$ cat config.mk
export PLATFORM = sky130hd
export DESIGN_NAME = cyclic_slew_step_profile_gen
export DESIGN_NICKNAME = d
export VERILOG_FILES = /design/src/design/csspg_pkg.sv /design/src/design/cyclic_slew_step_profile_gen.sv
export SDC_FILE = /design/constraint.sdc
export NUM_CORES = 2
export LEC_CHECK = 0
export BUFFER_PORTS_ARGS = -buffer_cell sky130_fd_sc_hd__buf_4
export CAP_MARGIN = 5
export CORE_UTILIZATION = 30
export CTS_CLUSTER_SIZE = 10
export DETAILED_ROUTE_END_ITERATION = 12
export GPL_ROUTABILITY_DRIVEN = 0
export GPL_TIMING_DRIVEN = 0
export REMOVE_ABC_BUFFERS = 1
export SLEW_MARGIN = 20
export SYNTH_ARGS = -nofsm -noshare
export SYNTH_HDL_FRONTEND = slang
export SYNTH_SLANG_ARGS = --single-unit
$ cat constraint.sdc
create_clock -name clk -period 15.24 [get_ports clk]
set_input_delay 3.048 -clock clk [delete_from_list [all_inputs] [get_ports clk]]
set_output_delay 3.048 -clock clk [all_outputs]
set_load 0.01 [all_outputs]
$ cat src/design/csspg_pkg.sv
// Package for the cyclic slew-limited step profile generator.
// Holds widths, register indexes and reset values; no dependencies.
package csspg_pkg;

    localparam int MAX_CYCLE_SAMPLES = 4096;
    localparam int LEVEL_W           = 16;
    localparam int LEN_W             = 13;
    localparam int POS_W             = 12;
    localparam int CYC_W             = 16;
    localparam int IDX_W             = 24;
    localparam int SLEW_W            = 16;
    localparam int AMP_W             = 15;

    // Divider: 28-bit dividend covers |i * delta| < 2^28, 16-bit divisor.
    localparam int DIV_W  = 28;
    localparam int REM_W  = 16;
    localparam int CNT_W  = 5;

    localparam int CFG_IDX_W  = 3;
    localparam int CFG_DATA_W = 24;

    typedef enum logic [CFG_IDX_W-1:0] {
        REG_CYCLE_LENGTH    = 3'd0,
        REG_CYCLE_TOTAL     = 3'd1,
        REG_SAMPLE_TOTAL    = 3'd2,
        REG_SLEW_PER_SAMPLE = 3'd3,
        REG_LEVEL_LIMIT     = 3'd4,
        REG_INVERT          = 3'd5
    } cfg_reg_t;

    localparam logic [LEN_W-1:0]  RST_CYCLE_LENGTH    = 13'd1000;
    localparam logic [CYC_W-1:0]  RST_CYCLE_TOTAL     = 16'd10;
    localparam logic [IDX_W-1:0]  RST_SAMPLE_TOTAL    = 24'd10000;
    localparam logic [SLEW_W-1:0] RST_SLEW_PER_SAMPLE = 16'd64;
    localparam logic [AMP_W-1:0]  RST_LEVEL_LIMIT     = 15'd32767;

    localparam logic [LEN_W-1:0]  LEN_MAX = LEN_W'(MAX_CYCLE_SAMPLES);

endpackage

$ cat src/design/cyclic_slew_step_profile_gen.sv
// Cyclic slew-limited step profile generator, top level; needs csspg_pkg.
// A tick goes ST_CHECK then ST_OUT when held, finished or past the cycles; via ST_MUL
// on a flat sample; via ST_MUL and one 28-step shared divide (ST_DIV_SAMP) on a ramp
// sample; at a cycle start with nonzero slew a 28-step divide (ST_DIV_RAMP) first finds
// the ramp length. One tick at a time; in_ready is high in the cycle result valid rises.
// Reset (rst_n low, asynchronous) loads register defaults and clears all state.
module cyclic_slew_step_profile_gen (
    input  logic                                  clk,
    input  logic                                  rst_n,
    // configuration write channel
    input  logic                                  cfg_valid,
    output logic                                  cfg_ready,
    input  logic [csspg_pkg::CFG_IDX_W-1:0]       cfg_index,
    input  logic [csspg_pkg::CFG_DATA_W-1:0]      cfg_data,
    // tick input channel
    input  logic                                  in_valid,
    output logic                                  in_ready,
    input  logic                                  restart,
    input  logic signed [csspg_pkg::LEVEL_W-1:0]  target_amplitude,
    // sample output channel
    output logic                                  out_valid,
    input  logic                                  out_ready,
    output logic signed [csspg_pkg::LEVEL_W-1:0]  setpoint,
    output logic                                  finished
);
    import csspg_pkg::*;

    typedef enum logic [2:0] {
        ST_IDLE,
        ST_CHECK,
        ST_DIV_RAMP,
        ST_MUL,
        ST_DIV_SAMP,
        ST_OUT
    } state_t;

    // ------------------------------------------------------------------
    // Configuration registers; writes must arrive only while the block is idle
    // (the block itself does not enforce this); the port is always ready.
    // ------------------------------------------------------------------
    logic [LEN_W-1:0]  cycle_length_reg;
    logic [CYC_W-1:0]  cycle_total_reg;
    logic [IDX_W-1:0]  sample_total_reg;
    logic [SLEW_W-1:0] slew_reg;
    logic [AMP_W-1:0]  level_lim_reg;
    logic              invert_reg;

    assign cfg_ready = 1'b1;

    always_ff @(posedge clk or negedge rst_n)
    begin
        if (!rst_n)
        begin
            cycle_length_reg <= RST_CYCLE_LENGTH;
            cycle_total_reg  <= RST_CYCLE_TOTAL;
            sample_total_reg <= RST_SAMPLE_TOTAL;
            slew_reg         <= RST_SLEW_PER_SAMPLE;
            level_lim_reg    <= RST_LEVEL_LIMIT;
            invert_reg       <= 1'b0;
        end
        else if (cfg_valid && cfg_ready)
        begin
            unique case (cfg_index)
                REG_CYCLE_LENGTH:    cycle_length_reg <= cfg_data[LEN_W-1:0];
                REG_CYCLE_TOTAL:     cycle_total_reg  <= cfg_data[CYC_W-1:0];
                REG_SAMPLE_TOTAL:    sample_total_reg <= cfg_data[IDX_W-1:0];
                REG_SLEW_PER_SAMPLE: slew_reg         <= cfg_data[SLEW_W-1:0];
                REG_LEVEL_LIMIT:     level_lim_reg    <= cfg_data[AMP_W-1:0];
                REG_INVERT:          invert_reg       <= cfg_data[0];
                default:             ; // unused indexes: drop the write
            endcase
        end
    end

    // ------------------------------------------------------------------
    // Sequencer state, trajectory state and the shared divider
    // ------------------------------------------------------------------
    state_t                     state_reg,     state_next;
    logic signed [LEVEL_W-1:0]  target_reg,    target_next;
    logic [IDX_W-1:0]           sidx_reg,      sidx_next;
    logic [POS_W-1:0]           pos_reg,       pos_next;
    logic [CYC_W-1:0]           cnum_reg,      cnum_next;
    logic signed [LEVEL_W-1:0]  cur_reg,       cur_next;
    logic signed [LEVEL_W-1:0]  nxt_reg,       nxt_next;
    logic [LEN_W-1:0]           ramp_reg,      ramp_next;
    logic signed [LEVEL_W-1:0]  last_reg,      last_next;
    logic signed [LEVEL_W-1:0]  sample_reg,    sample_next;
    logic                       fin_reg,       fin_next;
    logic                       active_reg,    active_next;
    logic                       neg_reg,       neg_next;
    logic [DIV_W-1:0]           quo_reg,       quo_next;
    logic [REM_W-1:0]           rem_reg,       rem_next;
    logic [REM_W-1:0]           divisor_reg,   divisor_next;
    logic [CNT_W-1:0]           cnt_reg,       cnt_next;
    logic                       out_valid_reg, out_valid_next;
    logic signed [LEVEL_W-1:0]  setpoint_reg,  setpoint_next;
    logic                       finished_reg,  finished_next;

    // Effective cycle length: zero acts as one, clamp to the maximum.
    logic [LEN_W-1:0] len_w;
    logic [LEN_W-1:0] len_m1;
    logic [POS_W-1:0] pos_c;

    always_comb
    begin
        if (cycle_length_reg == '0)
            len_w = LEN_W'(1);
        else if (cycle_length_reg > LEN_MAX)
            len_w = LEN_MAX;
        else
            len_w = cycle_length_reg;
        len_m1 = len_w - LEN_W'(1);
        // Saturate a stale position after the cycle length shrank.
        if ({1'b0, pos_reg} >= len_w)
            pos_c = len_m1[POS_W-1:0];
        else
            pos_c = pos_reg;
    end

    // New level at cycle start: clamp to +/- the level limit, force zero in the
    // first cycle and the last two.
    logic signed [LEVEL_W:0]    tgt_ext;
    logic signed [LEVEL_W:0]    lim_ext;
    logic signed [LEVEL_W:0]    tgt_clamped;
    logic                       force_zero;
    logic signed [LEVEL_W:0]    tgt_diff;
    logic [LEVEL_W-1:0]         tgt_mag;

    always_comb
    begin
        tgt_ext = {target_reg[LEVEL_W-1], target_reg};
        lim_ext = {2'b00, level_lim_reg};
        if (tgt_ext > lim_ext)
            tgt_clamped = lim_ext;
        else if (tgt_ext < -lim_ext)
            tgt_clamped = -lim_ext;
        else
            tgt_clamped = tgt_ext;
        force_zero = (cnum_reg == '0) ||
                     (({1'b0, cnum_reg} + (CYC_W+1)'(2)) >= {1'b0, cycle_total_reg});
        if (force_zero)
            tgt_clamped = '0;
        tgt_diff = tgt_clamped - {cur_reg[LEVEL_W-1], cur_reg};
        if (tgt_diff < 0)
            tgt_diff = -tgt_diff;
        tgt_mag = tgt_diff[LEVEL_W-1:0];
    end

    // Ramp geometry and the single multiplier i * delta.
    logic [LEN_W-1:0]           rl_c;
    logic [LEN_W-1:0]           stat_w;
    logic [LEN_W-1:0]           ramp_i_w;
    logic signed [LEVEL_W:0]    delta_w;
    logic signed [LEN_W+LEVEL_W:0] prod_w;
    logic signed [LEN_W+LEVEL_W:0] prod_abs;

    always_comb
    begin
        if (ramp_reg == '0)
            rl_c = LEN_W'(1);
        else if (ramp_reg > len_w)
            rl_c = len_w;
        else
            rl_c = ramp_reg;
        stat_w   = len_w - rl_c;
        ramp_i_w = {1'b0, pos_reg} - stat_w;
        delta_w  = {nxt_reg[LEVEL_W-1], nxt_reg} - {cur_reg[LEVEL_W-1], cur_reg};
        prod_w   = $signed({1'b0, ramp_i_w[POS_W-1:0]}) * delta_w;
        prod_abs = prod_w[LEN_W+LEVEL_W] ? -prod_w : prod_w;
    end

    // One restoring step of the shared divider.
    logic [REM_W:0]   div_shift;
    logic             div_ge;
    logic [REM_W:0]   div_diff;
    logic [DIV_W-1:0] quo_step;
    logic [REM_W-1:0] rem_step;

    always_comb
    begin
        div_shift = {rem_reg, quo_reg[DIV_W-1]};
        div_ge    = div_shift >= {1'b0, divisor_reg};
        div_diff  = div_shift - {1'b0, divisor_reg};
        quo_step  = {quo_reg[DIV_W-2:0], div_ge};
        rem_step  = div_ge ? div_diff[REM_W-1:0] : div_shift[REM_W-1:0];
    end

    // Quotient uses: ramp length and the signed ramp sample.
    logic [LEVEL_W:0]          ramp_p1;
    logic signed [LEVEL_W+1:0] q_signed;
    logic signed [LEVEL_W+1:0] ramp_sum;
    logic [LEN_W-1:0]          pos_p1;

    always_comb
    begin
        ramp_p1  = quo_step[LEVEL_W:0] + (LEVEL_W+1)'(1);
        q_signed = $signed({1'b0, quo_step[LEVEL_W:0]});
        if (neg_reg)
            q_signed = -q_signed;
        ramp_sum = {{2{cur_reg[LEVEL_W-1]}}, cur_reg} + q_signed;
        pos_p1   = {1'b0, pos_reg} + LEN_W'(1);
    end

    assign in_ready  = (state_reg == ST_IDLE);
    assign out_valid = out_valid_reg;
    assign setpoint  = setpoint_reg;
    assign finished  = finished_reg;

    always_comb
    begin
        state_next     = state_reg;
        target_next    = target_reg;
        sidx_next      = sidx_reg;
        pos_next       = pos_reg;
        cnum_next      = cnum_reg;
        cur_next       = cur_reg;
        nxt_next       = nxt_reg;
        ramp_next      = ramp_reg;
        last_next      = last_reg;
        sample_next    = sample_reg;
        fin_next       = fin_reg;
        active_next    = active_reg;
        neg_next       = neg_reg;
        quo_next       = quo_reg;
        rem_next       = rem_reg;
        divisor_next   = divisor_reg;
        cnt_next       = cnt_reg;
        out_valid_next = out_valid_reg && !out_ready;
        setpoint_next  = setpoint_reg;
        finished_next  = finished_reg;

        unique case (state_reg)
            ST_IDLE:
            begin
                if (in_valid)
                begin
                    target_next = target_amplitude;
                    // Restart clears the trajectory before this tick is handled.
                    if (restart)
                    begin
                        sidx_next = '0;
                        pos_next  = '0;
                        cnum_next = '0;
                        cur_next  = '0;
                        nxt_next  = '0;
                        ramp_next = LEN_W'(1);
                        last_next = '0;
                    end
                    state_next = ST_CHECK;
                end
            end

            ST_CHECK:
            begin
                if (sidx_reg >= sample_total_reg)
                begin
                    // Past the trajectory: hold the last sample, change nothing.
                    sample_next = last_reg;
                    fin_next    = 1'b1;
                    state_next  = ST_OUT;
                end
                else
                begin
                    fin_next = 1'b0;
                    pos_next = pos_c;
                    if (cnum_reg < cycle_total_reg)
                    begin
                        active_next = 1'b1;
                        if (pos_c == '0)
                        begin
                            nxt_next = tgt_clamped[LEVEL_W-1:0];
                            if (slew_reg == '0)
                            begin
                                ramp_next  = len_w;
                                state_next = ST_MUL;
                            end
                            else
                            begin
                                quo_next     = DIV_W'(tgt_mag);
                                rem_next     = '0;
                                divisor_next = slew_reg;
                                cnt_next     = CNT_W'(DIV_W - 1);
                                state_next   = ST_DIV_RAMP;
                            end
                        end
                        else
                        begin
                            state_next = ST_MUL;
                        end
                    end
                    else
                    begin
                        // Past the last cycle: output zero.
                        active_next = 1'b0;
                        sample_next = '0;
                        state_next  = ST_OUT;
                    end
                end
            end

            ST_DIV_RAMP:
            begin
                quo_next = quo_step;
                rem_next = rem_step;
                cnt_next = cnt_reg - CNT_W'(1);
                if (cnt_reg == '0)
                begin
                    // Ramp length = quotient + 1, clamped to the cycle length.
                    if (ramp_p1 > {{(LEVEL_W+1-LEN_W){1'b0}}, len_w})
                        ramp_next = len_w;
                    else
                        ramp_next = ramp_p1[LEN_W-1:0];
                    state_next = ST_MUL;
                end
            end

            ST_MUL:
            begin
                if ({1'b0, pos_reg} < stat_w)
                begin
                    sample_next = cur_reg;
                    state_next  = ST_OUT;
                end
                else
                begin
                    neg_next     = prod_w[LEN_W+LEVEL_W];
                    quo_next     = prod_abs[DIV_W-1:0];
                    rem_next     = '0;
                    divisor_next = REM_W'(rl_c);
                    cnt_next     = CNT_W'(DIV_W - 1);
                    state_next   = ST_DIV_SAMP;
                end
            end

            ST_DIV_SAMP:
            begin
                quo_next = quo_step;
                rem_next = rem_step;
                cnt_next = cnt_reg - CNT_W'(1);
                if (cnt_reg == '0)
                begin
                    sample_next = ramp_sum[LEVEL_W-1:0];
                    state_next  = ST_OUT;
                end
            end

            ST_OUT:
            begin
                // Wait for the output register to free up, then transfer.
                if (!out_valid_reg || out_ready)
                begin
                    out_valid_next = 1'b1;
                    setpoint_next  = invert_reg ? -sample_reg : sample_reg;
                    finished_next  = fin_reg;
                    if (!fin_reg)
                    begin
                        last_next = sample_reg;
                        sidx_next = sidx_reg + IDX_W'(1);
                        if (active_reg)
                        begin
                            // Advance the position; at cycle end take the new level.
                            if (pos_p1 >= len_w)
                            begin
                                pos_next = '0;
                                cur_next = nxt_reg;
                                if (cnum_reg != '1)
                                    cnum_next = cnum_reg + CYC_W'(1);
                            end
                            else
                            begin
                                pos_next = pos_p1[POS_W-1:0];
                            end
                        end
                    end
                    state_next = ST_IDLE;
                end
            end

            default:
            begin
                state_next = ST_IDLE;
            end
        endcase
    end

    always_ff @(posedge clk or negedge rst_n)
    begin
        if (!rst_n)
        begin
            state_reg     <= ST_IDLE;
            target_reg    <= '0;
            sidx_reg      <= '0;
            pos_reg       <= '0;
            cnum_reg      <= '0;
            cur_reg       <= '0;
            nxt_reg       <= '0;
            ramp_reg      <= LEN_W'(1);
            last_reg      <= '0;
            sample_reg    <= '0;
            fin_reg       <= 1'b0;
            active_reg    <= 1'b0;
            neg_reg       <= 1'b0;
            quo_reg       <= '0;
            rem_reg       <= '0;
            divisor_reg   <= '0;
            cnt_reg       <= '0;
            out_valid_reg <= 1'b0;
            setpoint_reg  <= '0;
            finished_reg  <= 1'b0;
        end
        else
        begin
            state_reg     <= state_next;
            target_reg    <= target_next;
            sidx_reg      <= sidx_next;
            pos_reg       <= pos_next;
            cnum_reg      <= cnum_next;
            cur_reg       <= cur_next;
            nxt_reg       <= nxt_next;
            ramp_reg      <= ramp_next;
            last_reg      <= last_next;
            sample_reg    <= sample_next;
            fin_reg       <= fin_next;
            active_reg    <= active_next;
            neg_reg       <= neg_next;
            quo_reg       <= quo_next;
            rem_reg       <= rem_next;
            divisor_reg   <= divisor_next;
            cnt_reg       <= cnt_next;
            out_valid_reg <= out_valid_next;
            setpoint_reg  <= setpoint_next;
            finished_reg  <= finished_next;
        end
    end

endmodule
==> results_dict.tcl <==
set metrics [dict create \
    rsz0062_at_grt "false" \
    crit_path_end_kind "flop" \
    layout.filler_cells 10900 \
    maximum_number_of_pins_on_one_net_before_global_route_repair 90 \
    run_status "completed" \
    synthToLayoutAreaGrowth_pct 11.2 \
    cts-root-to-sink-buffers 3 \
    worst_path_slowest_cell "nor3_1" \
    globalRoute.totalOverflow 0 \
    max_slew_margin 0.285 \
    critical-path-top-cell-by-count "a21oi_1" \
    syn_avg_cell_area_um2 8.45 \
    timing_hold_violations_final 0 \
    post_cts_hold_buffer_count 0 \
    hold_class "reg -> reg" \
    async_flop_share 1.00 \
    synthesis.area_um2 32000 \
    arrival_ps 14650 \
    chipWidth_um 329 \
    actual_slew_at_the_worst_max_slew_pin_ps 1070 \
    clock-sinks 319 \
    setup_tns_ps 0 \
    layout.cells.most_common "nand2_1" \
    cts.clk_slew.worst_paths_ps 60 \
    finalMaxSlewViolations 0 \
    final_cell_area_um2 35600 \
    worstSetupStartpoint "cycle_length_reg[12]" \
    timing.critical_path.required_ps 15730 \
    dr_total_vias 26900 \
    clock_latency_ps 580 \
    post-cts-setup-buffers 0 \
    layout_common_cells "nand2_1, inv_1, ha_1, dfrtp_1, nor2_1" \
    io_pins 69 \
    r2r_start "cycle_length_reg[12]" \
    die_height_um 329 \
    detailedPlacementHpwl_um 71500 \
    number_of_global_route_vias_before_repair 26300 \
    wl_per_cell_um 17.7 \
    maxCapViolations 0 \
    most_used_dff_post_synth "dfrtp_1" \
    antenna_violations_before_repair 0 \
    finalCritPeriodShare 0.929 \
    endpoint "quo_reg[2]" \
    count_of_antenna_diodes_in_the_layout 0 \
    wl_um 91700 \
    htree_num_levels 2 \
    clock_skew_ps 15.8 \
    pre_cts_slack_ps 528 \
    drt_iter0_markers 1933 \
    setup_viol_count_final 0 \
    regToRegEndpoint "quo_reg[2]" \
    criticalPathCategory "reg -> reg" \
    worst-r2r-cell-count 49 \
    layout-drive-gt1-share 0.0850 \
    drt-vias-per-instance 5.17 \
    tritoncts_clock_tree "built" \
    number_of_storage_elements_in_the_synthesis_netlist 319 \
    reg2reg_setup_slack_ps 1080 \
    cts_made_buffers 39 \
    ys_types 89 \
    port_buffers 67 \
    fin_nets 4324 \
    synthCells 3786 \
    placeable_core_area_um2 106000 \
    die_area_um2 108000 \
    yosys_warning_total 0 \
    critPathMaxFanout 19 \
    first_pass_iters 6 \
    slowest_delay_ps 770 \
    dpl_cell_area_um2 34400 \
    highest_clock_rate_mhz 70.6 \
    floorplan.rows 119 \
    synth-edff-count 0 \
    ctsRootBufferMaster "clkbuf_16" \
    finalWorstSetupSlack_ps 1080 \
    grt_pass1_wl_um 148000 \
    grtUsageTotal 0.171 \
    setup.worst_path.start_class "flop" \
    number_of_remaining_drc_errors 0 \
    flip_flop_count_of_the_largest_register_after_layout 28 \
    floorplan.initialDensity 0.303 \
    finalCriticalPeriod_ps 14160 \
    post_synthesis_sequential_area_ratio 0.251 \
    postRouteAntennaNets 0 \
]
critical path: cells and delay by family, from the launching register on:
kind            cells  cell delay (ps)
fa+ha+maj           9             3660
compound gates     21             4690
xor+xnor            4             1510
simple gates        9             1650
flops               1              710
buf+inv             5             1400
mux                 1              410
Yosys cell counts (19+ instances only):
cell type  instances  area (um2)
a211oi_1          33         248
a21o_1            39         293
a21oi_1          174         871
a31oi_1           31         194
and2_1            26         163
and3_1            34         213
clkbuf_1         144         541
dfrtp_1          289        7230
dfstp_2           30         788
fa_1             194        3880
ha_1             308        3850
inv_1            416        1560
mux2_2            60         676
nand2_1          468        1760
nand2b_1          55         344
nand3_1          113         566
nand4_1           34         213
nor2_1           289        1080
nor2b_1           61         382
nor3_1            64         320
nor4_1            32         200
o211ai_1          19         143
o21a_1            24         180
o21ai_0          267        1340
o31ai_1           24         180
or3_1             30         188
xnor2_1          146        1280
xor2_1            91         797
routing by layer:
metal / global-route usage / up-vias / share of wire
met5: 0 / - / 0
met4: 0.0437 / 0 / 0.024
met3: 0.0158 / 125 / 0.040
met2: 0.289 / 606 / 0.47
met1: 0.233 / 13200 / 0.46
li1: - / 12900 / -
how the worst min path moves through the flow:
| stage | start | endpoint | cells past startpoint |
|---|---|---|---|
| after floorplan | last_reg[10] | last_reg[10] | 2 |
| after global placement | last_reg[2] | last_reg[2] | 2 |
| after detailed placement | last_reg[10] | last_reg[10] | 2 |
| after CTS | last_reg[6] | last_reg[6] | 2 |
| after global routing | last_reg[11] | last_reg[11] | 2 |
| final | last_reg[10] | last_reg[10] | 2 |
logic make-up (layout without fill, tap and decap cells):
family	Yosys count	in the layout	synth area share
DFF	319	319	0.251
buffers and inverters	574	589	0.0679
AOI/OAI and AO/OA	798	798	0.161
muxes	69	69	0.0239
other	1	1	0.000117
xor gates and xnor gates	238	238	0.0656
adders and majority gates	502	502	0.242
and+or+nand+nor	1285	1285	0.190
cell type report:
type                       instances  area, um2  area share
clock buffer                      65       1140      0.0322
clock inverter                     4       35.0    0.000984
inverter                         417       1570      0.0440
multi-input combinational       2893      22100       0.620
sequential                       319       8020       0.225
tap                             1391       1740      0.0489
timing repair buffer             103       1010      0.0283
stage by stage:
| stage | utilization | instances | hold slack [ps] |
|---|---|---|---|
| 6_report | 0.337 | 5192 | 466 |
| 2_1_floorplan | - | 3629 | 440 |
| 3_3_place_gp | 0.319 | 5087 | 452 |
| 3_5_place_dp | 0.326 | 5123 | 459 |
| 4_1_cts | 0.337 | 5192 | 471 |
| 5_1_grt | 0.337 | 5192 | 504 |
timing repair:
| item | 4_1_cts | 5_1_grt |
|---|---|---|
| endpoints found under the hold margin | 0 | 0 |
| setup endpoints to repair | 0 | 5 |
| gates resized for setup | 0 | 1 |
Power is left out: the tool's default activity adds up to more than one toggle a clock period on the data nets, which glitch-free logic cannot reach.
